[config.mk]
export PLATFORM = sky130hd
export DESIGN_NAME = arena_bump_allocator_top
export DESIGN_NICKNAME = d
export VERILOG_FILES = /design/src/rtl/aba_pkg.sv /design/src/rtl/arena_bump_allocator_top.sv
export SDC_FILE = /design/constraint.sdc
export NUM_CORES = 1
export LEC_CHECK = 0
export BUFFER_PORTS_ARGS = -buffer_cell sky130_fd_sc_hd__clkbuf_2
export CORE_ASPECT_RATIO = 2
export CORE_MARGIN = 2
export CORE_UTILIZATION = 50
export CTS_CLUSTER_DIAMETER = 120
export DETAILED_ROUTE_END_ITERATION = 7
export GPL_TIMING_DRIVEN = 0
export HOLD_SLACK_MARGIN = 0.05
export PLACE_DENSITY = 0.79
export SLEW_MARGIN = 25
export SYNTH_ARGS = -nofsm -noshare
export SYNTH_HDL_FRONTEND = slang
export SYNTH_SLANG_ARGS = --single-unit
[constraint.sdc]
create_clock -name clk -period 10.35 [get_ports clk]
set_input_delay 1.5525 -clock clk [delete_from_list [all_inputs] [get_ports clk]]
set_output_delay 1.5525 -clock clk [all_outputs]
set_load 0.01 [all_outputs]
[src/rtl/aba_pkg.sv]
`default_nettype none

package aba_pkg;

    localparam int ALIGN       = 8;
    localparam int BASE_OFFSET = 64;
    localparam int OFFSET_BITS = 32;

    localparam int DATA_W  = 32;
    localparam int CMD_W   = 3;
    localparam int SHIFT_W = 5;
    localparam int WIDE_W  = DATA_W + 2;

    localparam logic [CMD_W-1:0] CMD_PUSH   = 3'd0;
    localparam logic [CMD_W-1:0] CMD_POP    = 3'd1;
    localparam logic [CMD_W-1:0] CMD_POP_TO = 3'd2;
    localparam logic [CMD_W-1:0] CMD_CLEAR  = 3'd3;
    localparam logic [CMD_W-1:0] CMD_INIT   = 3'd4;

    localparam logic CFG_REGION_SIZE  = 1'b0;
    localparam logic CFG_COMMIT_SHIFT = 1'b1;

    localparam logic [DATA_W-1:0]  REGION_SIZE_RESET  = 32'd16777216;
    localparam logic [SHIFT_W-1:0] COMMIT_SHIFT_RESET = 5'd16;
    localparam logic [DATA_W-1:0]  COMMIT_MARK_RESET  = 32'd65536;

    localparam logic [63:0] OFF_MAX = (64'd1 << OFFSET_BITS) - 64'd1;

    typedef struct packed {
        logic [CMD_W-1:0]  command;
        logic [DATA_W-1:0] amount;
        logic              skip_zero;
    } cmd_word_t;

endpackage

`default_nettype wire

[src/rtl/arena_bump_allocator_top.sv]
// Channel   Direction  Handshake            Payload
// input     in         in_valid / in_stall  command, amount, skip_zero
// result    out        out_valid/out_stall  block_offset, failed, zero_fill,
//                                           position, committed
// config    in         cfg_write            cfg_index, cfg_data
//
// One command per cycle sustained while out_stall is low; the result passes
// through the input register, then the result register. The offset
// and committed mark feed back through one align, add and compare in the
// result stage.
// Reset: offset at the base offset, committed mark 65536, region size
// 16777216, commit shift 16.
// A stalled result holds; one more command waits in the input register.
`default_nettype none

module arena_bump_allocator_top
(
    input  wire                         clk,
    input  wire                         rst_n,
    input  wire                         cfg_write,
    input  wire                         cfg_index,
    input  wire [aba_pkg::DATA_W-1:0]   cfg_data,
    input  wire                         in_valid,
    output logic                        in_stall,
    input  wire [aba_pkg::CMD_W-1:0]    command,
    input  wire [aba_pkg::DATA_W-1:0]   amount,
    input  wire                         skip_zero,
    output logic                        out_valid,
    input  wire                         out_stall,
    output logic [aba_pkg::DATA_W-1:0]  block_offset,
    output logic                        failed,
    output logic                        zero_fill,
    output logic [aba_pkg::DATA_W-1:0]  position,
    output logic [aba_pkg::DATA_W-1:0]  committed
);
    import aba_pkg::*;

    logic [DATA_W-1:0]  region_size_reg;
    logic [SHIFT_W-1:0] commit_shift_reg;

    logic [DATA_W-1:0]  offset_reg;
    logic [DATA_W-1:0]  commit_reg;
    logic [DATA_W-1:0]  offset_next;
    logic [DATA_W-1:0]  commit_next;

    logic               s1_valid_reg;
    cmd_word_t          s1_reg;

    logic               out_valid_reg;
    logic [DATA_W-1:0]  block_offset_reg;
    logic               failed_reg;
    logic               zero_fill_reg;
    logic [DATA_W-1:0]  block_offset_next;
    logic               failed_next;
    logic               zero_fill_next;

    logic               out_free;
    logic               advance;
    logic               load;

    logic [WIDE_W-1:0]  off_w;
    logic [WIDE_W-1:0]  base_w;
    logic [WIDE_W-1:0]  amt_w;
    logic [WIDE_W-1:0]  commit_w;
    logic [WIDE_W-1:0]  start_w;
    logic [WIDE_W-1:0]  end_w;
    logic [WIDE_W-1:0]  lim_w;
    logic [WIDE_W-1:0]  gran_w;
    logic [WIDE_W-1:0]  gmask_w;
    logic [WIDE_W-1:0]  round_w;
    logic [WIDE_W-1:0]  used_w;

    assign out_free = !out_valid_reg || !out_stall;
    assign advance  = s1_valid_reg && out_free;
    assign load     = !s1_valid_reg || advance;
    assign in_stall = s1_valid_reg && !out_free;

    // config
    always_ff @(posedge clk or negedge rst_n)
    begin
        if (!rst_n)
        begin
            region_size_reg  <= REGION_SIZE_RESET;
            commit_shift_reg <= COMMIT_SHIFT_RESET;
        end
        else if (cfg_write)
        begin
            case (cfg_index)
                CFG_REGION_SIZE:  region_size_reg  <= cfg_data;
                CFG_COMMIT_SHIFT: commit_shift_reg <= cfg_data[SHIFT_W-1:0];
                default:          region_size_reg  <= region_size_reg;
            endcase
        end
    end

    // input register
    always_ff @(posedge clk or negedge rst_n)
    begin
        if (!rst_n)
            s1_valid_reg <= 1'b0;
        else if (load)
            s1_valid_reg <= in_valid;
    end

    always_ff @(posedge clk)
    begin
        if (load && in_valid)
        begin
            s1_reg.command   <= command;
            s1_reg.amount    <= amount;
            s1_reg.skip_zero <= skip_zero;
        end
    end

    // result stage
    assign off_w    = WIDE_W'(offset_reg);
    assign base_w   = WIDE_W'(BASE_OFFSET);
    assign amt_w    = WIDE_W'(s1_reg.amount);
    assign commit_w = WIDE_W'(commit_reg);
    assign start_w  = ((off_w + WIDE_W'(ALIGN - 1)) / WIDE_W'(ALIGN)) * WIDE_W'(ALIGN);
    assign end_w    = start_w + amt_w;
    assign lim_w    = (64'(region_size_reg) < OFF_MAX) ? WIDE_W'(region_size_reg)
                                                       : WIDE_W'(OFF_MAX);
    assign gran_w   = (((WIDE_W'(1) << commit_shift_reg) + WIDE_W'(ALIGN - 1))
                       / WIDE_W'(ALIGN)) * WIDE_W'(ALIGN);
    assign gmask_w  = gran_w - WIDE_W'(1);
    assign round_w  = (end_w + gmask_w) & ~gmask_w;
    assign used_w   = (off_w > base_w) ? (off_w - base_w) : '0;

    always_comb
    begin
        offset_next       = offset_reg;
        commit_next       = commit_reg;
        block_offset_next = '0;
        failed_next       = 1'b0;
        zero_fill_next    = 1'b0;
        case (s1_reg.command)
            CMD_PUSH:
            begin
                if (end_w > lim_w)
                    failed_next = 1'b1;
                else
                begin
                    if (end_w > commit_w)
                        commit_next = (round_w < lim_w) ? round_w[DATA_W-1:0]
                                                        : lim_w[DATA_W-1:0];
                    offset_next       = end_w[DATA_W-1:0];
                    block_offset_next = start_w[DATA_W-1:0];
                    zero_fill_next    = !s1_reg.skip_zero;
                end
            end
            CMD_POP:
            begin
                offset_next = (amt_w < used_w) ? DATA_W'(off_w - amt_w)
                                               : DATA_W'(off_w - used_w);
            end
            CMD_POP_TO:
            begin
                if (amt_w < off_w)
                    offset_next = (amt_w > base_w) ? s1_reg.amount : DATA_W'(BASE_OFFSET);
            end
            CMD_CLEAR:
            begin
                if (off_w > base_w)
                    offset_next = DATA_W'(BASE_OFFSET);
            end
            CMD_INIT:
            begin
                offset_next = DATA_W'(BASE_OFFSET);
                commit_next = gran_w[DATA_W-1:0];
            end
            default:
            begin
                offset_next = offset_reg;
            end
        endcase
    end

    always_ff @(posedge clk or negedge rst_n)
    begin
        if (!rst_n)
        begin
            offset_reg    <= DATA_W'(BASE_OFFSET);
            commit_reg    <= COMMIT_MARK_RESET;
            out_valid_reg <= 1'b0;
        end
        else
        begin
            if (advance)
            begin
                offset_reg <= offset_next;
                commit_reg <= commit_next;
            end
            if (out_free)
                out_valid_reg <= s1_valid_reg;
        end
    end

    always_ff @(posedge clk)
    begin
        if (advance)
        begin
            block_offset_reg <= block_offset_next;
            failed_reg       <= failed_next;
            zero_fill_reg    <= zero_fill_next;
        end
    end

    assign out_valid    = out_valid_reg;
    assign block_offset = block_offset_reg;
    assign failed       = failed_reg;
    assign zero_fill    = zero_fill_reg;
    assign position     = offset_reg;
    assign committed    = commit_reg;

    a_offset_floor: assert property (@(posedge clk) disable iff (!rst_n)
        offset_reg >= DATA_W'(BASE_OFFSET))
        else $error("offset below base");

    a_fail_clean: assert property (@(posedge clk) disable iff (!rst_n)
        (out_valid_reg && failed_reg) |-> (block_offset_reg == '0 && !zero_fill_reg))
        else $error("failed push reports a block");

    a_fail_holds: assert property (@(posedge clk) disable iff (!rst_n)
        (advance && failed_next) |=> (offset_reg == $past(offset_reg)
                                      && commit_reg == $past(commit_reg)))
        else $error("failed push changed state");

    a_stall_full: assert property (@(posedge clk) disable iff (!rst_n)
        in_stall |-> (s1_valid_reg && out_valid_reg))
        else $error("input stalled with room");

endmodule

`default_nettype wire
==> flow_summary.yaml, run 1 <==
timing:
  timing.slew.headroom_pct: 21.96
  timing.final.crit_share_pct: 99.14
  final.setup.worst_slack_ns: 0.08892
  hold_violations: 0
  finalClockSkew_ns: 0.01508
  max_freq_mhz: 97.46
  period_minus_slack_ns: 10.26
  setup-violations-final: 0
  holdWs_ns: 0.5145
  worstMarginPinSlew_ns: 1.158
  setup_tns_ns: 0
  drv_slew: 0
logic_synthesis:
  ys_seq_area_share_pct: 25.75
  yosysUniqueCellTypes: 100
  synth-edff-count: 67
  synth_flop_cell: "dfrtp_1"
  ys_ff_latch: 170
  ys_async_sr_fraction_pct: 60.59
  synth_area_leaders: "ha_1 16%, dfrtp_1 14%, edfxtp_1 11%"
  yosysTopAreaCell: "ha_1"
  synth_top_area_share_pct: 15.71
  synth_area_um2: 17840
  syn_inst: 2164
  yosysWarnings: 0
  avgSynthCellArea_um2: 8.246
grt:
  overflow: 0
  grt_pass1_vias: 19500
  antenna_found_initial: 4
  grt_pass1_wl_um: 123700
  grt.total_usage_pct: 46.32
  grt_start_max_net_pins: 54
detailed_routing:
  drtIter0Drc: 1829
  vias: 19250
  routed_wl_um: 85660
  firstDrtPassIters: 8
  wl_per_cell_um: 30.33
  post-route-drc-count: 2
  antenna_left: 0
  vias_per_cell: 6.817
critical_path:
  required_ns: 10.72
  critical_path.max_stage_delay_ns: 0.78
  worstSetupStartpointType: "register"
  timing_worst_setup_path_type: "register to register"
  worstPathArrival_ns: 10.63
  critical_path_buf_inv_count: 3
  path_delay_family: "compound AO/OA/AOI/OAI gates"
  critical_path.endpoint_type: "register"
  slowest_stage: "nor3_1"
  critPathMaxFanout: 10
cts:
  cts_buffers: 17
  cts_hold_buf: 0
  cts_buffer_depth: 2
  cts_tree: "done"
  clk_pin_slew_worst_paths_ns: 0.09
  clockRootBuffer: "clkbuf_16"
  clock-sinks: 170
  cts_max_level: 4
  clkLatencyLatePin_ns: 0.51
placed_design:
  place_ws_ns: -0.7737
  gp_congestion: 1.114
  portBuffers: 170
  post-dp-hpwl_um: 67640
  placed_cell_area_um2: 19400
cells_and_area:
  seq_area_um2: 4594
  area_growth_pct: 13.01
  drive_above_1_share_pct: 13.50
  multi_input_area_um2: 12400
  fillCellCount: 3307
  nets: 2664
  final_cell_area_um2: 20170
floorplanning:
  initial_utilization_pct: 50.88
  die_h_um: 271.2
  rows: 97
  die-area_um2: 37310
  chipWidth_um: 137.6
  core_area_um2: 35070
  pin_count: 174
min_path:
  min_path_type: "register to register"
run:
  maxCapViolations: 0
run_status:
  outcome: "finished with violations"
  failed_checks: "DRC"
kinds of logic (layout without fill, tap and decap cells):
logic type               after synthesis  after routing  synth area share [%]
flip-flops                           170            170                 25.75
adder cells (fa/ha/maj)              226            226                 15.93
multiplexers                          50             50                 2.875
AO/OA/AOI/OAI                        629            629                 23.26
other                                  1              7               0.02101
buffers and inverters                254            463                 5.876
XOR/XNOR                             117            117                 5.743
AND/OR/NAND/NOR                      717            717                 20.55
stage by stage:
| stage | util [%] | cells |
|---|---|---|
| 2_1_floorplan | - | 2168 |
| 3_3_place_gp | 54.93 | 2783 |
| 3_5_place_dp | 55.32 | 2788 |
| 4_1_cts | 57.13 | 2820 |
| 5_1_grt | 57.49 | 2824 |
| 6_report | 57.49 | 2824 |
final cells by class:
| type | count | area share [%] |
|---|---|---|
| Multi-Input combinational cell | 1744 | 61.51 |
| Sequential cell | 170 | 22.78 |
| Timing Repair Buffer | 177 | 4.734 |
| Inverter | 154 | 2.867 |
| Tap cell | 445 | 2.761 |
| Buffer | 100 | 2.345 |
| Clock buffer | 17 | 2.110 |
| Clock inverter | 15 | 0.8686 |
| Antenna cell | 2 | 0.02482 |
per-layer routing:
layer	vias to the layer above	global-route usage [%]	share of wire (%)
li1	8392	-	-
met1	9089	41.87	30
met2	1189	75.45	47
met3	580	13.03	7.9
met4	2	53.83	15
met5	-	0	0.015
synth_stat cells, types with 6 or more instances:
cell / n
edfxtp_1: 67
or3_1: 35
a222oi_1: 15
clkbuf_1: 58
buf_4: 8
buf_2: 28
and3_1: 17
nor4_1: 25
xnor2_1: 83
o21bai_1: 19
a221oi_1: 9
a31oi_1: 20
or4_1: 7
mux2_2: 10
nor3_1: 48
inv_1: 152
nand4_1: 45
o22ai_1: 9
a41oi_1: 6
or2_2: 8
ha_1: 224
a211o_1: 8
o31ai_1: 11
a21oi_1: 154
nor2_1: 145
a21boi_0: 7
nand4b_1: 6
o21ai_0: 124
dfrtp_1: 99
nor2b_1: 43
a21o_1: 71
a22oi_1: 10
o21a_1: 17
mux2i_1: 40
a2111oi_0: 6
xor2_1: 34
nand3_1: 45
o211ai_1: 42
a211oi_1: 24
and2_1: 11
o21ai_1: 18
nor3b_1: 18
nand2_1: 213
nand2b_1: 19
worst paths after layout:
| check | from | end | slack (ns) | cells past startpoint |
|---|---|---|---|---|
| max in group asynchronous | rst_n | region_size_reg[24] | 8.57 | 2 |
| min in group asynchronous | rst_n | committed[13] | 1.01 | 1 |
| worst max register to register | position[3] | committed[30] | 0.09 | 33 |
| worst max-delay path | position[3] | committed[30] | 0.09 | 33 |
| worst min register to register | committed[16] | committed[16] | 0.51 | 2 |
| worst min-delay path | committed[16] | committed[16] | 0.51 | 2 |
cell usage in the layout, fill, tap and decap left out, types with 40 or more instances in the layout:
cell and n:
a21o_1 71, a21oi_1 154, clkbuf_1 58, clkbuf_2 169, dfrtp_1 99, edfxtp_1 67, ha_1 224, inv_1 152
mux2i_1 40, nand2_1 213, nand3_1 45, nand4_1 45, nor2_1 144, nor2b_1 43, nor3_1 47, o211ai_1 42
o21ai_0 122, xnor2_1 79
worst register-to-register path: cells and delay by family, from the launching register on:
| family | cells | cell delay [ns] |
|---|---|---|
| adders and majority gates | 3 | 1.00 |
| AOI/OAI and AO/OA | 16 | 3.98 |
| xor gates and xnor gates | 3 | 0.82 |
| buffers and inverters | 3 | 0.71 |
| and+or+nand+nor | 7 | 2.83 |
| DFF | 1 | 0.43 |
| muxes | 1 | 0.34 |
repair_timing:
| item | 4_1_cts | 5_1_grt |
|---|---|---|
| pin swaps | 0 | 2 |
| setup endpoints to repair | 31 | 31 |
| buffers inserted | 0 | 2 |
| gates resized for setup | 6 | 10 |
Power of run 1 is left out: the tool's default activity adds up to more than one toggle a clock period on the data nets, which glitch-free logic cannot reach.
==> run 2, diff against run 1 <==
Settings changed: ABC_AREA set to 1, ABC_CLOCK_PERIOD_IN_PS set to 10350.
==> flow_summary.yaml, run 2 <==
run_status:
  outcome: "finished clean"
timing:
  max_freq_mhz: 103.1
  worstMarginPinSlew_ns: 1.130
  setup_tns_ns: 0
  hold_violations: 0
  timing.final.crit_share_pct: 93.73
  setup-violations-final: 0
  timing.slew.headroom_pct: 24.17
  finalClockSkew_ns: 0.01086
  rsz0062_at_grt: "false"
  drv_slew: 0
  period_minus_slack_ns: 9.702
cts:
  clockRootBuffer: "clkbuf_16"
  clkLatencyLatePin_ns: 0.49
  postCtsSetupRepairBufs: 0
  cts_hold_buf: 0
  cts_buffers: 17
  cts_tree: "done"
  cts_buffer_depth: 2
  cts_max_level: 4
  clk_pin_slew_worst_paths_ns: 0.07
  clock-sinks: 170
logic_synthesis:
  yosysTopAreaCell: "nand2_1"
  synthXorXnorAreaFrac_pct: 4.190
  yosys.cell_count.top_type: "nand2_1"
  synth_area_leaders: "nand2_1 16%, ha_1 14%, dfrtp_1 12%"
  synthSimpleGateAreaFrac_pct: 37.21
  synth_top_family_by_area: "simple AND/OR/NAND/NOR gates"
  yosysUniqueCellTypes: 56
  synth_flop_cell: "dfrtp_1"
  synth-edff-count: 67
  syn_inst: 3151
  yosys-top-cells-count: "859 x nand2_1, 398 x nor2_1, 389 x inv_1, 288 x nand3_1, 224 x ha_1"
  avgSynthCellArea_um2: 6.369
  ys_seq_area_share_pct: 22.89
  synth_fa_ha_area_share_pct: 14.16
  yosys-mux-area-fraction_pct: 0
  synth_compound_gate_area_share_pct: 11.67
  yosysWarnings: 0
  ys_ff_latch: 170
  synth_top_area_share_pct: 16.07
  ys_async_sr_fraction_pct: 60.59
  synth_area_um2: 20070
critical_path:
  critical_path.max_stage_delay_ns: 0.56
  critPathMaxFanout: 10
  timing_worst_setup_path_type: "register to register"
  critical_path.endpoint_type: "register"
  r2r_start: "position[1]"
  slowest_stage: "xor2_2"
  worstSetupStartpointType: "register"
  worstPathArrival_ns: 10.08
  cpMostUsedCell: "nand2_1"
  critPathLaunch: "position[1]"
  required_ns: 10.73
detailed_routing:
  firstDrtPassIters: 6
  post-route-drc-count: 0
  antenna_left: 0
  drtIter0Drc: 1439
  wl_per_cell_um: 25.05
  vias: 22930
  routed_wl_um: 97410
  vias_per_cell: 5.896
floorplanning:
  die-area_um2: 41850
  rows: 103
  pin_count: 174
  core_area_um2: 39560
  die_h_um: 287.3
  initial_utilization_pct: 50.73
  chipWidth_um: 145.7
grt:
  grt.total_usage_pct: 46.07
  grt_start_max_net_pins: 60
  grt_pass1_wl_um: 140000
  grt_pass1_vias: 23550
  overflow: 0
  antenna_found_initial: 2
cells_and_area:
  layout_commonest_cell: "nand2_1"
  nets: 3649
  fillCellCount: 4251
  drive_above_1_share_pct: 10.47
  final_cell_mix: "859 x nand2_1, 397 x nor2_1, 388 x inv_1"
  area_growth_pct: 11.32
placed_design:
  post-dp-hpwl_um: 81450
  portBuffers: 170
  gp_congestion: 1.040
min_path:
  hp-start: "committed[16]"
  min_path_type: "register to register"
run:
  maxCapViolations: 0
run 2: through the flow:
stage / utilization [%] / instance area, um2 / hold WS (ns) / instances / setup slack, ns
after floorplan: - / 20080 / 0.4340 / 3155 / 4.414
after global placement: 54.57 / 21590 / 0.4438 / 3850 / 0.8813
after detailed placement: 54.89 / 21720 / 0.4881 / 3854 / 0.8634
after CTS: 56.41 / 22320 / 0.4988 / 3886 / 0.8090
after global routing: 56.46 / 22340 / 0.5314 / 3887 / 0.3286
final: 56.47 / 22340 / 0.4954 / 3889 / 0.6485
run 2: kinds of logic after synthesis:
kind of cell | Yosys count
flip-flops | 170
other | 1
AND/OR/NAND/NOR | 1739
adder cells (fa/ha/maj) | 226
buffers and inverters | 491
AO/OA/AOI/OAI | 428
XOR/XNOR | 96
run 2: layout make-up:
cell class / count / area [um2] / area share [%]
diodes: 2 / 5.005 / 0.02240
plain buffers: 75 / 415.4 / 1.859
clock buffers: 18 / 439.2 / 1.966
clock inverters: 14 / 161.4 / 0.7224
inverters: 416 / 1562 / 6.989
multi-input cells: 2494 / 13540 / 60.60
flip-flops and latches: 170 / 4594 / 20.56
well taps: 525 / 656.9 / 2.940
repair buffers: 175 / 969.7 / 4.340
run 2: routing by layer:
| metal | routed length [um] | GRT usage [%] |
|---|---|---|
| met3 | 5463 | 9.619 |
| met4 | 14810 | 57.01 |
| met2 | 48920 | 83.40 |
| met5 | 27 | 0 |
| met1 | 28190 | 36.91 |
run 2: critical path, delay by kind of cell (launching register included):
family,cells,cell delay (ns)
buffers and inverters,3,0.53
xor gates and xnor gates,2,0.90
AOI/OAI and AO/OA,9,2.21
and+or+nand+nor,27,4.42
DFF,1,0.53
adders and majority gates,3,0.99
run 2: final timing paths:
path,end,slack [ns],cells past startpoint
max in group asynchronous,region_size_reg[24],8.62,2
min in group asynchronous,committed[6],1.01,1
min,committed[16],0.50,2
max,committed[22],0.65,44
min reg2reg,committed[16],0.50,2
max reg2reg,committed[22],0.65,44
run 2: repair_timing:
item / in CTS / in global routing
hold endpoints to repair: 0 / 0
gates resized for setup: 0 / 1
endpoints found under the setup margin: 0 / 1
Power of run 2 is left out for the same reason.
